File: src/mnps_pkg.sv
// mnps_pkg: shared types, constants and address helper for the note stack
// used by mono_note_priority_stack, mnps_checker and the testbench
`default_nettype none

package mnps_pkg;

   // number of held notes kept before the oldest one is dropped
   localparam int STACK_DEPTH = 16;
   localparam int PTR_W       = $clog2(STACK_DEPTH);
   localparam int CNT_W       = $clog2(STACK_DEPTH + 1);
   localparam int FIELD_W     = 7;

   typedef logic [FIELD_W-1:0] field_type;
   typedef logic [PTR_W-1:0]   ptr_type;
   typedef logic [CNT_W-1:0]   cnt_type;

   typedef enum logic [1:0] {
      ACT_TRIGGER = 2'd0,
      ACT_SLIDE   = 2'd1,
      ACT_RELEASE = 2'd2
   } action_type;

   typedef enum logic [1:0] {
      ST_IDLE,
      ST_SCAN,
      ST_DONE
   } state_type;

   // one stored note
   typedef struct packed {
      field_type key;
      field_type vel;
      field_type det;
   } entry_type;

   localparam int ENTRY_W = $bits(entry_type);

   // one result
   typedef struct packed {
      action_type action;
      field_type  key;
      field_type  vel;
      field_type  det;
      logic       reset_osc;
      logic       dropped;
   } result_type;

   // physical slot of a logical stack position in the circular buffer
   function automatic ptr_type phys_addr(input ptr_type base, input ptr_type idx);
      logic [PTR_W:0] sum;
      sum = {1'b0, base} + {1'b0, idx};
      if (sum >= (PTR_W+1)'(STACK_DEPTH)) begin
         sum = sum - (PTR_W+1)'(STACK_DEPTH);
      end
      return sum[PTR_W-1:0];
   endfunction

endpackage

`default_nettype wire

File: src/mnps_ram.sv
// mnps_ram: generic simple dual-port ram, one write and one registered read port
// no dependencies
`default_nettype none

module mnps_ram #(
   parameter int WIDTH = 8,
   parameter int DEPTH = 16
) (
   input  wire logic                     clock,
   input  wire logic                     wr_en,
   input  wire logic [$clog2(DEPTH)-1:0] wr_addr,
   input  wire logic [WIDTH-1:0]         wr_data,
   input  wire logic                     rd_en,
   input  wire logic [$clog2(DEPTH)-1:0] rd_addr,
   output logic      [WIDTH-1:0]         rd_data
);

   logic [WIDTH-1:0] mem_ff [DEPTH];

   // write port
   always_ff @(posedge clock) begin
      if (wr_en) begin
         mem_ff[wr_addr] <= wr_data;
      end
   end

   // registered read port
   always_ff @(posedge clock) begin
      if (rd_en) begin
         rd_data <= mem_ff[rd_addr];
      end
   end

endmodule

`default_nettype wire

File: src/mono_note_priority_stack.sv
// mono_note_priority_stack: last-note-priority stack of held notes in a circular ram
// depends on mnps_pkg and mnps_ram
// a note-on or an empty-stack note-off passes from idle to the done state and then to the
// output register; other note-offs first pass the scan state, one ram read per held entry
// throughput: one request at a time; the next request is taken once the result is
// staged, even while the previous result still waits on rsp_stall
// reset: synchronous, clears the stack count and pointer; ram contents are not cleared
`default_nettype none

module mono_note_priority_stack (
   input  wire logic                       clock,
   input  wire logic                       reset,
   input  wire logic                       req_valid,
   output logic                            req_stall,
   input  wire mnps_pkg::field_type        req_note_key,
   input  wire mnps_pkg::field_type        req_note_velocity,
   input  wire mnps_pkg::field_type        req_note_detune,
   input  wire logic                       req_envelope_idle,
   output logic                            rsp_valid,
   input  wire logic                       rsp_stall,
   output logic [1:0]                      rsp_voice_action,
   output mnps_pkg::field_type             rsp_target_key,
   output mnps_pkg::field_type             rsp_target_velocity,
   output mnps_pkg::field_type             rsp_target_detune,
   output logic                            rsp_reset_oscillators,
   output logic                            rsp_oldest_dropped
);

   import mnps_pkg::*;

   state_type  state_ff, state_in;
   ptr_type    base_ff, base_in;
   cnt_type    count_ff, count_in;
   cnt_type    rd_idx_ff, rd_idx_in;
   cnt_type    kept_ff, kept_in;
   logic       rd_vld_ff, rd_vld_in;
   field_type  key_ff;
   entry_type  top_ff;
   result_type pend_ff, pend_in;
   result_type rsp_ff;
   logic       rsp_valid_ff, rsp_valid_in;

   logic       req_fire;
   logic       is_push;
   logic       full;
   logic       out_free;
   logic       scan_end;
   logic       keep_entry;

   logic       ram_wr_en;
   ptr_type    ram_wr_addr;
   entry_type  ram_wr_data;
   logic       ram_rd_en;
   ptr_type    ram_rd_addr;
   entry_type  ram_rd_data;

   assign req_fire   = req_valid && !req_stall;
   assign is_push    = (req_note_velocity != '0);
   assign full       = (count_ff == CNT_W'(STACK_DEPTH));
   assign out_free   = !rsp_valid_ff || !rsp_stall;
   assign scan_end   = (rd_idx_ff == count_ff) && !rd_vld_ff;
   assign keep_entry = rd_vld_ff && (ram_rd_data.key != key_ff);

   // held note storage
   mnps_ram #(
      .WIDTH(ENTRY_W),
      .DEPTH(STACK_DEPTH)
   ) u_ram (
      .clock  (clock),
      .wr_en  (ram_wr_en),
      .wr_addr(ram_wr_addr),
      .wr_data(ram_wr_data),
      .rd_en  (ram_rd_en),
      .rd_addr(ram_rd_addr),
      .rd_data(ram_rd_data)
   );

   // next state
   always_comb begin
      state_in = state_ff;
      unique case (state_ff)
         ST_IDLE: begin
            if (req_fire) begin
               if (is_push || count_ff == '0) begin
                  state_in = ST_DONE;
               end else begin
                  state_in = ST_SCAN;
               end
            end
         end
         ST_SCAN: begin
            if (scan_end) begin
               state_in = ST_DONE;
            end
         end
         ST_DONE: begin
            if (out_free) begin
               state_in = ST_IDLE;
            end
         end
         default: state_in = ST_IDLE;
      endcase
   end

   // ram control and request stall
   always_comb begin
      req_stall   = (state_ff != ST_IDLE);
      ram_wr_en   = 1'b0;
      ram_wr_addr = phys_addr(base_ff, kept_ff[PTR_W-1:0]);
      ram_wr_data = ram_rd_data;
      ram_rd_en   = 1'b0;
      ram_rd_addr = phys_addr(base_ff, rd_idx_ff[PTR_W-1:0]);
      unique case (state_ff)
         ST_IDLE: begin
            // push writes above the top, or over the oldest slot when full
            ram_wr_en   = req_fire && is_push;
            ram_wr_addr = full ? base_ff : phys_addr(base_ff, count_ff[PTR_W-1:0]);
            ram_wr_data = '{key: req_note_key, vel: req_note_velocity,
                            det: req_note_detune};
         end
         ST_SCAN: begin
            // compaction: read ahead, write back kept entries
            ram_rd_en = (rd_idx_ff < count_ff);
            ram_wr_en = keep_entry;
         end
         ST_DONE: begin
         end
         default: begin
         end
      endcase
   end

   // next values of the stack pointers and the pending result
   always_comb begin
      base_in      = base_ff;
      count_in     = count_ff;
      rd_idx_in    = rd_idx_ff;
      kept_in      = kept_ff;
      rd_vld_in    = 1'b0;
      pend_in      = pend_ff;
      rsp_valid_in = rsp_valid_ff;
      unique case (state_ff)
         ST_IDLE: begin
            rd_idx_in = '0;
            kept_in   = '0;
            if (req_fire && is_push) begin
               if (full) begin
                  base_in = (base_ff == PTR_W'(STACK_DEPTH - 1)) ? '0 : base_ff + 1'b1;
               end else begin
                  count_in = count_ff + 1'b1;
               end
               pend_in.action    = (count_ff == '0) ? ACT_TRIGGER : ACT_SLIDE;
               pend_in.key       = req_note_key;
               pend_in.vel       = req_note_velocity;
               pend_in.det       = req_note_detune;
               pend_in.reset_osc = (count_ff == '0) && req_envelope_idle;
               pend_in.dropped   = full;
            end else if (req_fire) begin
               // release on an empty stack answers at once
               pend_in = '{action: ACT_RELEASE, key: req_note_key, vel: '0, det: '0,
                           reset_osc: 1'b0, dropped: 1'b0};
            end
         end
         ST_SCAN: begin
            if (ram_rd_en) begin
               rd_idx_in = rd_idx_ff + 1'b1;
               rd_vld_in = 1'b1;
            end
            if (keep_entry) begin
               kept_in = kept_ff + 1'b1;
            end
            if (scan_end) begin
               count_in = kept_ff;
               if (kept_ff == '0) begin
                  pend_in = '{action: ACT_RELEASE, key: key_ff, vel: '0, det: '0,
                              reset_osc: 1'b0, dropped: 1'b0};
               end else begin
                  pend_in = '{action: ACT_SLIDE, key: top_ff.key, vel: top_ff.vel,
                              det: top_ff.det, reset_osc: 1'b0, dropped: 1'b0};
               end
            end
         end
         ST_DONE: begin
         end
         default: begin
         end
      endcase
      // output register
      if (state_ff == ST_DONE && out_free) begin
         rsp_valid_in = 1'b1;
      end else if (!rsp_stall) begin
         rsp_valid_in = 1'b0;
      end
   end

   // control registers
   always_ff @(posedge clock) begin
      if (reset) begin
         state_ff     <= ST_IDLE;
         base_ff      <= '0;
         count_ff     <= '0;
         rd_idx_ff    <= '0;
         kept_ff      <= '0;
         rd_vld_ff    <= 1'b0;
         rsp_valid_ff <= 1'b0;
      end else begin
         state_ff     <= state_in;
         base_ff      <= base_in;
         count_ff     <= count_in;
         rd_idx_ff    <= rd_idx_in;
         kept_ff      <= kept_in;
         rd_vld_ff    <= rd_vld_in;
         rsp_valid_ff <= rsp_valid_in;
      end
   end

   // payload registers
   always_ff @(posedge clock) begin
      pend_ff <= pend_in;
      if (state_ff == ST_IDLE && req_fire) begin
         key_ff <= req_note_key;
      end
      if (keep_entry) begin
         top_ff <= ram_rd_data;
      end
      if (state_ff == ST_DONE && out_free) begin
         rsp_ff <= pend_ff;
      end
   end

   assign rsp_valid             = rsp_valid_ff;
   assign rsp_voice_action      = rsp_ff.action;
   assign rsp_target_key        = rsp_ff.key;
   assign rsp_target_velocity   = rsp_ff.vel;
   assign rsp_target_detune     = rsp_ff.det;
   assign rsp_reset_oscillators = rsp_ff.reset_osc;
   assign rsp_oldest_dropped    = rsp_ff.dropped;

endmodule

`default_nettype wire

File: config.mk
export PLATFORM = sky130hd
export DESIGN_NAME = mono_note_priority_stack
export DESIGN_NICKNAME = d
export VERILOG_FILES = /design/src/mnps_pkg.sv /design/src/mnps_ram.sv /design/src/mono_note_priority_stack.sv
export SDC_FILE = /design/constraint.sdc
export NUM_CORES = 1
export LEC_CHECK = 0
export BUFFER_PORTS_ARGS = -buffer_cell sky130_fd_sc_hd__clkbuf_2
export CORE_UTILIZATION = 50
export DETAILED_ROUTE_END_ITERATION = 7
export GPL_TIMING_DRIVEN = 1
export PLACE_DENSITY = 0.69
export SLEW_MARGIN = 20
export SYNTH_ARGS = -nofsm -noshare
export SYNTH_HDL_FRONTEND = slang
export SYNTH_SLANG_ARGS = --single-unit
File: constraint.sdc
create_clock -name clock -period 3.7 [get_ports clock]
set_input_delay 0.74 -clock clock [delete_from_list [all_inputs] [get_ports clock]]
set_output_delay 0.74 -clock clock [all_outputs]
set_load 0.005 [all_outputs]
==> metrics.md, run 1 <==
| Metric | Value |
|---|---|
| Minimum clock period after layout | `roughly 3400 ps` |
| Vias per cell | `roughly 6.0` |
| Slew headroom | `between 40% and 50%` |
| DRC marker count from the first detailed-route iteration | `slightly above 900` |
| WL/cell | `24.1 um` |
| Reg-to-reg startpoint | `base_ff[1]` |
| # fillers | `2550` |
| Largest net degree at the start of global routing | `between 40 and 50` |
| PwrDens | `535 nW/um^2` |
| WS Path Type | `register to register` |
| Max Fclk | `about 0.29 GHz` |
| Hold depth | `0` |
| Hold EP | `rsp_target_key[2]` |
| FF+latch area | `roughly 14000 um^2` |
| First-pass GRT wire length | `between 50000 and 60000 um` |
| Yosys warning total | `0` |
| H-tree Lvls | `2` |
| Final Worst Setup Slack | `approximately 300 ps` |
| Top post-synthesis cells by area | `edfxtp_1 (71%), mux4_2 (10%), nand2_1 (2.6%), dfxtp_1 (2.5%), ha_1 (1.4%)` |
| Die area | `around 37000 um^2` |
| Syn_area_per_cell | `around 18 um^2` |
| #FFs+latches synth | `between 400 and 500` |
| Final setup vio count | `0` |
| CP Capture Type | `register` |
| Required time worst endpoint | `a little under 4000 ps` |
| Worst slack, placed | `between 300 and 400 ps` |
| Final Hold Viols | `0` |
| Largest area contributor in the netlist | `edfxtp_1` |
| Sink Count | `around 460` |
| Min-delay src | `pend_ff[18]` |
| Max-cap viol count | `0` |
| GP Congestion | `just under 0.9` |
| CP arrival | `approximately 3600 ps` |
| Die Y | `between 150 and 200 um` |
| Sequential fraction of the synthesis area | `73.6%` |
| Layout Area Growth over Synthesis | `13.7%` |
| Worst-margin pin slew | `about 860 ps` |
| FP Rows | `between 60 and 70` |
| Gate Count Post-Synth | `1039` |
| Initial core utilization | `between 50% and 60%` |
| Async S/R FF share, synth | `0%` |
| Slew Viols, Final | `0` |
| FF-to-FF End | `u_ram.rd_data[11]` |
| CTS Hold Buffers Added | `0` |
| Syn_nets | `between 1000 and 1500` |
| Status | `finished clean` |
| PostCTS Resize Cnt | `0` |
| Post-synth EDFFs | `roughly 440` |
| Nets | `1178` |
| Setup Fix Bufs, Post-CTS | `0` |
| Layout cells sized above 1 | `between 20% and 30%` |
| Worst vdd ir | `about 0.4 mV` |
| CTS clk-pin slew, worst paths | `60 ps` |
| Grt ovf | `0` |
| Clk Latency, worst-skew pair | `around 550 ps` |
| RSZ-0062 raised after global routing | `no` |
| Commonest non-fill, non-tap cell in the layout | `edfxtp_1` |
| Detailed placement HPWL | `about 23000 um` |
| R2R depth | `7` |
| Via count | `around 9700` |
| PortBufs | `between 50 and 60` |
| Ant. Diodes | `0` |
| Die Wd | `approximately 190 um` |
| Worst Path Max Fanout | `20` |
| R2R setup slack | `310 ps` |
| IO Pins | `53` |
| Routed Antenna Nets | `0` |
| 1st-pass router iterations | `7` |
| Final period utilization | `roughly nine tenths` |
| Synth top area share | `71.1%` |
| Worst Hold Class | `register to register` |
| CTS tree | `built` |
| Std-Cell Core Area | `around 36000 um^2` |
| Routed WL | `approximately 39000 um` |
| Most used DFF post-synth | `edfxtp_1` |
| Clock Path Buffers | `3` |
| Initial antenna violation count | `0` |
| Number of CTS-inserted buffers | `45` |
| Cell variety after synth | `57` |
| Multi-input gate area | `between 4000 and 5000 um^2` |
| Syn Std Cell Area | `18400 um^2` |
| Number of global-route vias before repair | `approximately 9600` |
| CTS root buf | `clkbuf_16` |
| CP Launch Type | `register` |
| DRC Markers | `0` |
| Commonest non-fill, non-tap cells in the layout | `edfxtp_1 (435), nand2_1 (128), mux4_2 (84)` |
| Final setup TNS | `0 ps` |
| GRT Overall Usage | `21.3%` |
| P_leak | `7.02 nW` |
| Setup Skew | `20.6 ps` |
cell type report:
type	instances	share of cell area (%)
flip-flops and latches	458	64.8
multi-input cells	506	22.3
clock buffers	61	5.82
repair buffers	99	3.12
well taps	461	2.76
clock inverters	18	0.911
inverters	19	0.342
how the worst max path moves through the flow:
stage / slack, ps / cells after the start / to / start
global route: 120 / 7 / u_ram.rd_data[11] / base_ff[1]
floorplan: 210 / 5 / u_ram.mem_ff[10][0] / req_valid
CTS: 300 / 7 / u_ram.rd_data[11] / base_ff[1]
detailed placement: 320 / 7 / u_ram.rd_data[6] / base_ff[1]
finish: 310 / 7 / u_ram.rd_data[11] / base_ff[1]
global placement: 410 / 7 / u_ram.rd_data[11] / base_ff[1]
cells in the mapped netlist, types with 7 or more instances:
cell type  instances
mux2i_1            9
buf_4              7
xor2_1            11
mux4_2            84
or3_1              8
dfxtp_1           23
clkbuf_1          36
nand3_1           14
a31oi_1           30
a22o_1            14
and2_1            22
nand2_1          128
nor3_1            16
edfxtp_1         435
buf_2             11
a21oi_1           27
inv_1             18
o21ai_0           16
ha_1              20
nor2_1            15
o211ai_1          11
a211oi_1          24
metal layers:
layer	global-route usage [%]	wire (um)	vias to the layer above
met1	30.6	16900	4948
li1	-	-	4307
met3	3.62	2870	51
met5	0	0	-
met2	34.4	18700	432
met4	5.16	657	0
worst max-delay path, stage by stage (launching register included):
cell and delay (ps):
dfxtp_1 620, inv_1 230, fa_4 1140, buf_4 250, mux4_2 310, and2_1 170
a211oi_1 230, a31oi_1 100
cells by family (layout without fill, tap and decap cells):
logic type	count (synthesis)	after routing	share of synthesized area, %
AOI/OAI and AO/OA	145	145	5.41
xor gates and xnor gates	14	14	0.668
muxes	93	93	10.8
and+or+nand+nor	231	231	6.01
DFF	458	458	73.6
adders and majority gates	23	23	1.69
buffers and inverters	75	197	1.79
report_power, final:
group | internal (mW) | switching (mW) | total (mW)
Clock | 2.58 | 1.85 | 4.42
Combinational | 0.207 | 0.477 | 0.684
Sequential | 6.00 | 0.0558 | 6.06
state kept, by name, summed over array words and instances (netlist names), 5 cells and up:
signal               cells
key_ff                   7
pend_ff                 25
rsp_target_key           7
count_ff                 5
rsp_target_velocity      7
rsp_target_detune        7
rd_idx_ff                5
top_ff                  21
u_ram.rd_data           21
u_ram.mem_ff           336
kept_ff                  5
metrics by stage:
step | power [mW] | cells | instance area [um^2] | hold WS, ps | util [%]
CTS | 11.2 | 1622 | 20900 | 402 | 58.3
detailed placement | 6.85 | 1543 | 19500 | 405 | 54.3
finish | 11.2 | 1622 | 20900 | 417 | 58.3
floorplan | 6.57 | 1039 | 18400 | 400 | -
global placement | 6.83 | 1543 | 19500 | 402 | 54.3
global route | 11.5 | 1622 | 20900 | 409 | 58.3
Power figures use the tool's default switching activity.
==> inputs of run 2 (changes only) <==
--- a/config.mk
+++ b/config.mk
@@ -5,11 +5,11 @@
 export SDC_FILE = /design/constraint.sdc
 export NUM_CORES = 1
 export LEC_CHECK = 0
+export ABC_CLOCK_PERIOD_IN_PS = 3700
 export BUFFER_PORTS_ARGS = -buffer_cell sky130_fd_sc_hd__clkbuf_2
-export CORE_UTILIZATION = 50
+export CORE_UTILIZATION = 32
 export DETAILED_ROUTE_END_ITERATION = 7
 export GPL_TIMING_DRIVEN = 1
-export PLACE_DENSITY = 0.69
 export SLEW_MARGIN = 20
 export SYNTH_ARGS = -nofsm -noshare
 export SYNTH_HDL_FRONTEND = slang
==> constraint.sdc (replaced) <==
create_clock -name clock -period 3.7 [get_ports clock]
set_input_delay 0.74 -clock clock [delete_from_list [all_inputs] [get_ports clock]]
set_output_delay 0.74 -clock clock [all_outputs]
set_load 0.1 [all_outputs]
==> run 2 against run 1 <==
Effect of this change: combinational power up 25%; die area is 56% higher; largest power group unchanged; global-route usage down 7.5 points; first-iteration DRC count down 27%; critical path type unchanged.
==> metrics.md, run 2 (synthesized netlist as in run 1, its figures left out) <==
| Metric | Value |
|---|---|
| CTS Hold Buffers Added | `0 (unchanged)` |
| IO Pins | `53 (unchanged)` |
| Max stage delay cell, worst path | `fa_4` |
| Critical-path cell list | `inv_1 > fa_4 > buf_12 > mux4_2 > and2_1 > a211oi_1 > a31oi_1` |
| Largest delay share family, worst path | `adder cells` |
| Final period utilization | `90.1% (-1.7 points)` |
| Commonest non-fill, non-tap cells in the layout | `edfxtp_1 (435), nand2_1 (128), mux4_2 (84)` |
| Met2 routed WL | `20700 um (+11%)` |
| Max incr delay on CP | `940 ps (-200 ps)` |
| Slew headroom | `33.6% (-9.0 points)` |
| FP Rows | `87 (+26%)` |
| Worst Path Max Fanout | `58 (+190%)` |
| Std-Cell Core Area | `56500 um^2 (+58%)` |
| Top flop regs | `u_ram.mem_ff (336), pend_ff (25)` |
| CP Launch Type | `register` |
| Min-delay src | `req_note_key[3]` |
| GRT Overall Usage | `13.9% (-7.5 points)` |
| Routed Antenna Nets | `0 (unchanged)` |
| GP Congestion | `0.795 (-9.3%)` |
| WS Path Type | `register to register` |
| Via count | `9565 (-1.8%)` |
| Minimum clock period after layout | `3330 ps (-61.3 ps)` |
| R2R setup slack | `370 ps (+60 ps)` |
| Max Fclk | `0.300 GHz (+1.8%)` |
| Wl on met1 | `17200 um (+2.3%)` |
| RSZ-0062 raised after global routing | `no` |
| Hold EP | `key_ff[3]` |
| WL/cell | `21.2 um (-12%)` |
| Worst vdd ir | `0.332 mV (-15%)` |
| Status | `finished clean` |
| Required time worst endpoint | `3960 ps (+20 ps)` |
| DRC Markers | `0 (unchanged)` |
| Die Wd | `242 um (+25%)` |
| Setup Fix Bufs, Post-CTS | `0 (unchanged)` |
| DRC marker count from the first detailed-route iteration | `673 (-27%)` |
| Detailed placement HPWL | `23000 um (+1.1%)` |
| Hold depth | `1 (+1)` |
| Layout cells sized above 1 | `23.9% (-0.086 points)` |
| Die area | `58300 um^2 (+56%)` |
| Largest net degree at the start of global routing | `59 (+37%)` |
| Final setup TNS | `0 ps (unchanged)` |
| Vias per cell | `4.99 (-17%)` |
| FF-to-FF End | `u_ram.rd_data[3]` |
| Max Used Layer | `met4` |
| Reg-to-reg startpoint | `base_ff[1]` |
| Nets | `1176 (-0.17%)` |
| Max reg flops | `336 (unchanged)` |
| CP Launch Point | `base_ff[1]` |
| Initial core utilization | `32.5% (-19 points)` |
| Number of CTS-inserted buffers | `44 (-2.2%)` |
| Routed WL | `40600 um (+3.7%)` |
| Total power | `11.2 mW (+0.33%)` |
| CTS clk-pin slew, worst paths | `60 ps (about the same)` |
| Clock Path Buffers | `3 (unchanged)` |
| Number of global-route vias before repair | `9628 (+0.35%)` |
| # fillers | `5116 (+100%)` |
| Ant. Diodes | `0 (unchanged)` |
| Fin Hold WS | `404 ps (-12.5 ps)` |
| H-tree Lvls | `2 (unchanged)` |
| Final setup vio count | `0 (unchanged)` |
| Final Hold Viols | `0 (unchanged)` |
| Max-cap viol count | `0 (unchanged)` |
| First-pass GRT wire length | `61400 um (+2.7%)` |
| CP arrival | `3590 ps (-40 ps)` |
| Worst Path Buf+Inv | `2 (unchanged)` |
| Setup Skew | `15.2 ps (-5.37 ps)` |
| Layout Area Growth over Synthesis | `15.7%` |
| Post-layout util | `37.6% (-21 points)` |
| Largest reg by FF count | `u_ram.mem_ff` |
| CTS root buf | `clkbuf_16` |
| CTS tree | `built` |
| Worst-margin pin slew | `994 ps (+137 ps)` |
| PortBufs | `52 (unchanged)` |
| Commonest non-fill, non-tap cell in the layout | `edfxtp_1` |
| R2R depth | `7 (unchanged)` |
| PwrDens | `527 nW/um^2 (-1.4%)` |
| 1st-pass router iterations | `4 (-3)` |
| Die Y | `242 um (+25%)` |
| Grt ovf | `0 (unchanged)` |
| CP Capture Type | `register` |
| Worst Hold Class | `input port to register` |
| P_leak | `6.99 nW (-0.39%)` |
| Slew Viols, Final | `0 (unchanged)` |
| Sink Count | `458 (unchanged)` |
| WL met3 | `1860 um (-35%)` |
| Initial antenna violation count | `0 (unchanged)` |
| Clk Latency, worst-skew pair | `550 ps (about the same)` |
| PostCTS Resize Cnt | `0 (unchanged)` |
==> run 2: cell types whose count changed in the layout (fill, tap and decap cells not counted) <==
cell / before / now
bufinv_16: 4 / 3
clkbuf_16: 45 / 44
buf_12: 3 / 6
a21oi_4: 0 / 2
buf_4: 44 / 40
clkinv_1: 7 / 9
clkinv_8: 0 / 1
a21oi_2: 10 / 8
clkinvlp_4: 0 / 4
clkbuf_1: 13 / 12
clkbuf_8: 3 / 0
==> run 2: worst max path at each step <==
| stage | endpoint | cells past startpoint |
|---|---|---|
| floorplan | u_ram.mem_ff[10][0] | 5 |
| global placement | u_ram.rd_data[3] | 7 |
| detailed placement | u_ram.rd_data[3] | 7 |
| CTS | u_ram.rd_data[3] | 7 |
| global route | u_ram.rd_data[3] | 7 |
| finish | u_ram.rd_data[3] | 7 |
==> run 2: worst reg2reg max path, stage by stage, from the launching register on <==
cell	delay (ps)
dfxtp_1	620
inv_1	220
fa_4	940
buf_12	330
mux4_2	410
and2_1	170
a211oi_1	260
a31oi_1	90
==> run 2: per-stage QoR <==
stage	worst slack, ps	cells	area, um^2
6_report	368	1917	21200
5_1_grt	228	1917	21200
4_1_cts	379	1917	21200
3_5_place_dp	378	1837	19900
3_3_place_gp	439	1837	19900
2_1_floorplan	208	1039	18400
==> run 2: per-layer routing <==
metal	vias to the layer above	GRT usage (%)
met5	-	0
met4	0	3.52
met3	49	1.65
met2	254	24.3
met1	4944	18.2
li1	4318	-
==> run 2: final cells by class <==
class | count | area [um^2] | area share (%)
sequential | 458 | 13500 | 63.6
tap | 756 | 946 | 4.45
multi-input combinational | 506 | 4670 | 22.0
inverter | 19 | 71.3 | 0.336
timing repair buffer | 98 | 681 | 3.20
clock inverter | 24 | 214 | 1.01
clock buffer | 56 | 1150 | 5.39
==> run 2: report_power, final <==
group	internal [mW]	total [mW]	switching, mW
clock network	2.41	4.30	1.88
logic	0.208	0.852	0.644
registers	6.00	6.05	0.0534
==> inputs of run 3 (changes only) <==
--- a/config.mk
+++ b/config.mk
@@ -10,6 +10,7 @@
 export CORE_UTILIZATION = 32
 export DETAILED_ROUTE_END_ITERATION = 7
 export GPL_TIMING_DRIVEN = 1
+export PLACE_DENSITY = 0.47
 export SLEW_MARGIN = 20
 export SYNTH_ARGS = -nofsm -noshare
 export SYNTH_HDL_FRONTEND = slang
==> run 3 against run 2 <==
Effect of this change: final cell count increased by 0.10%; first-iteration DRC count decreased by 3.7%; largest cell class unchanged; combinational power increased by 0.9%; critical path type is now register to output pin.
==> metrics.md, run 3 (synthesized netlist as in run 1, its figures left out) <==
| Metric | Value |
|---|---|
| Via count | `9511 (-0.56%)` |
| PortBufs | `52 (unchanged)` |
| Final Hold Viols | `0 (unchanged)` |
| Top flop regs | `u_ram.mem_ff (336), pend_ff (25)` |
| H-tree Lvls | `2 (unchanged)` |
| CP Capture Type | `output pin` |
| Number of global-route vias before repair | `9990 (+3.8%)` |
| Die Y | `242 um (unchanged)` |
| CP Launch Type | `register` |
| Max Fclk | `0.304 GHz (+1.4%)` |
| Worst slack, placed | `450 ps (+71.7 ps)` |
| Layout Area Growth over Synthesis | `16.5%` |
| Nets | `1174 (-0.17%)` |
| Grt ovf | `0 (unchanged)` |
| CTS tree | `built` |
| CTS Hold Buffers Added | `0 (unchanged)` |
| Met2 Use GR | `25.6% (+1.3 points)` |
| First-pass GRT wire length | `66300 um (+8.0%)` |
| Layout cells sized above 1 | `23.6% (-0.21 points)` |
| Vias per cell | `4.96 (-0.67%)` |
| Routed WL | `44000 um (+8.4%)` |
| Clock Path Buffers | `3 (unchanged)` |
| Initial core utilization | `32.5% (unchanged)` |
| Largest reg by FF count | `u_ram.mem_ff` |
| Critical-path cell list | `nor2_2 > inv_1 > buf_4 > clkbuf_2` |
| CP arrival | `2550 ps (-1040 ps)` |
| Sink Count | `458 (unchanged)` |
| Met3 Use GR | `2.69% (+1.0 points)` |
| Max incr delay on CP | `520 ps (-420 ps)` |
| GRT Overall Usage | `15.4% (+1.5 points)` |
| Gr busiest metal | `met2` |
| Clk Latency, worst-skew pair | `600 ps (+50 ps)` |
| Ant. Diodes | `0 (unchanged)` |
| Routed Antenna Nets | `0 (unchanged)` |
| Slew Viols, Final | `0 (unchanged)` |
| PwrDens | `537 nW/um^2 (+1.8%)` |
| RSZ-0062 raised after global routing | `no` |
| Number of CTS-inserted buffers | `48 (+9.1%)` |
| Max reg flops | `336 (unchanged)` |
| Max stage delay cell, worst path | `clkbuf_2` |
| CTS root buf | `clkbuf_16` |
| Initial antenna violation count | `1 (+1)` |
| GP Congestion | `0.734 (-7.6%)` |
| Grt met1 use | `20.7% (+2.5 points)` |
| FP Rows | `87 (unchanged)` |
| Die Wd | `242 um (unchanged)` |
| Final setup TNS | `0 ps (unchanged)` |
| Std-Cell Core Area | `56500 um^2 (unchanged)` |
| Max-cap viol count | `0 (unchanged)` |
| DRC Markers | `0 (unchanged)` |
| WL/cell | `22.9 um (+8.2%)` |
| IO Pins | `53 (unchanged)` |
| PostCTS Resize Cnt | `0 (unchanged)` |
| Die area | `58300 um^2 (unchanged)` |
| Final setup vio count | `0 (unchanged)` |
| Commonest non-fill, non-tap cell in the layout | `edfxtp_1` |
| Status | `finished clean` |
| CTS clk-pin slew, worst paths | `60 ps (about the same)` |
| Final Worst Setup Slack | `412 ps (+44.6 ps)` |
| Required time worst endpoint | `2960 ps (-1000 ps)` |
| Commonest non-fill, non-tap cells in the layout | `edfxtp_1 (435), nand2_1 (128), mux4_2 (84)` |
| Minimum clock period after layout | `3290 ps (-44.6 ps)` |
| Setup Fix Bufs, Post-CTS | `0 (unchanged)` |
| Detailed placement HPWL | `24800 um (+7.9%)` |
| Largest net degree at the start of global routing | `43 (-27%)` |
| DRC marker count from the first detailed-route iteration | `648 (-3.7%)` |
| WS Path Type | `register to output pin` |
| Setup Skew | `33.8 ps (+18.6 ps)` |
| Worst Hold Class | `input port to register` |
| 1st-pass router iterations | `4 (unchanged)` |
| Worst Path Max Fanout | `18 (-69%)` |
| P_leak | `7.04 nW (+0.68%)` |
| Slew headroom | `37.9% (+4.4 points)` |
| Worst vdd ir | `0.287 mV (-13%)` |
| # fillers | `5164 (+0.94%)` |
| Worst-margin pin slew | `931 ps (-63.2 ps)` |
| Final period utilization | `88.9% (-1.2 points)` |
## run 3: cell count changes in the layout (fill, tap and decap cells not counted), moves of 2 or more
cell | previous run | this run
inv_6 | 2 | 0
clkinvlp_4 | 4 | 2
clkbuf_16 | 44 | 49
buf_12 | 6 | 8
buf_4 | 40 | 32
clkbuf_1 | 12 | 16
a21oi_2 | 8 | 2
a21oi_4 | 2 | 8
## run 3: area by class of cell
| class | instances | area [um^2] | share of cell area [%] |
|---|---|---|---|
| well taps | 756 | 946 | 4.42 |
| clock buffers | 65 | 1290 | 6.01 |
| repair buffers | 92 | 661 | 3.09 |
| inverters | 19 | 71.3 | 0.333 |
| clock inverters | 23 | 199 | 0.930 |
| multi-input cells | 506 | 4710 | 22.0 |
| flip-flops and latches | 458 | 13500 | 63.2 |
## run 3: worst max-delay path: cells and delay by family, from the launching register on
kind	cells	cell delay (ps)
and+or+nand+nor	1	90
buffers and inverters	3	1360
DFF	1	500
## run 3: worst paths after layout
kind,to,from,slack (ps),cells after the start
setup / recovery,req_stall,state_ff[1],410,4
hold reg to reg,rsp_target_detune[2],pend_ff[4],420,0
setup reg to reg,u_ram.rd_data[17],base_ff[0],420,8
hold / removal,key_ff[6],req_note_key[6],370,1
## run 3: power breakdown
part / switching (mW) / internal [mW] / total [mW]
registers: 0.0539 / 6.00 / 6.06
logic: 0.649 / 0.211 / 0.860
clock network: 1.98 / 2.59 / 4.57
total: 2.68 / 8.80 / 11.5
## run 3: per-stage QoR
stage / power (mW) / instance area, um^2 / std cells / utilization (%) / hold WS [ps]
4_1_cts: 11.6 / 21400 / 1919 / 37.9 / 338
3_5_place_dp: 7.04 / 19900 / 1831 / 35.3 / 405
2_1_floorplan: 6.72 / 18400 / 1039 / - / 400
3_3_place_gp: 7.03 / 19900 / 1831 / 35.3 / 401
5_1_grt: 11.9 / 21400 / 1919 / 37.9 / 353
6_report: 11.5 / 21400 / 1919 / 37.9 / 373
## run 3: per-layer routing
metal  part of all wire (%)  up-vias
li1                       -     4316
met1                     45     4947
met2                     49      193
met3                    4.1       55
met4                    1.9        0
met5                      0        -
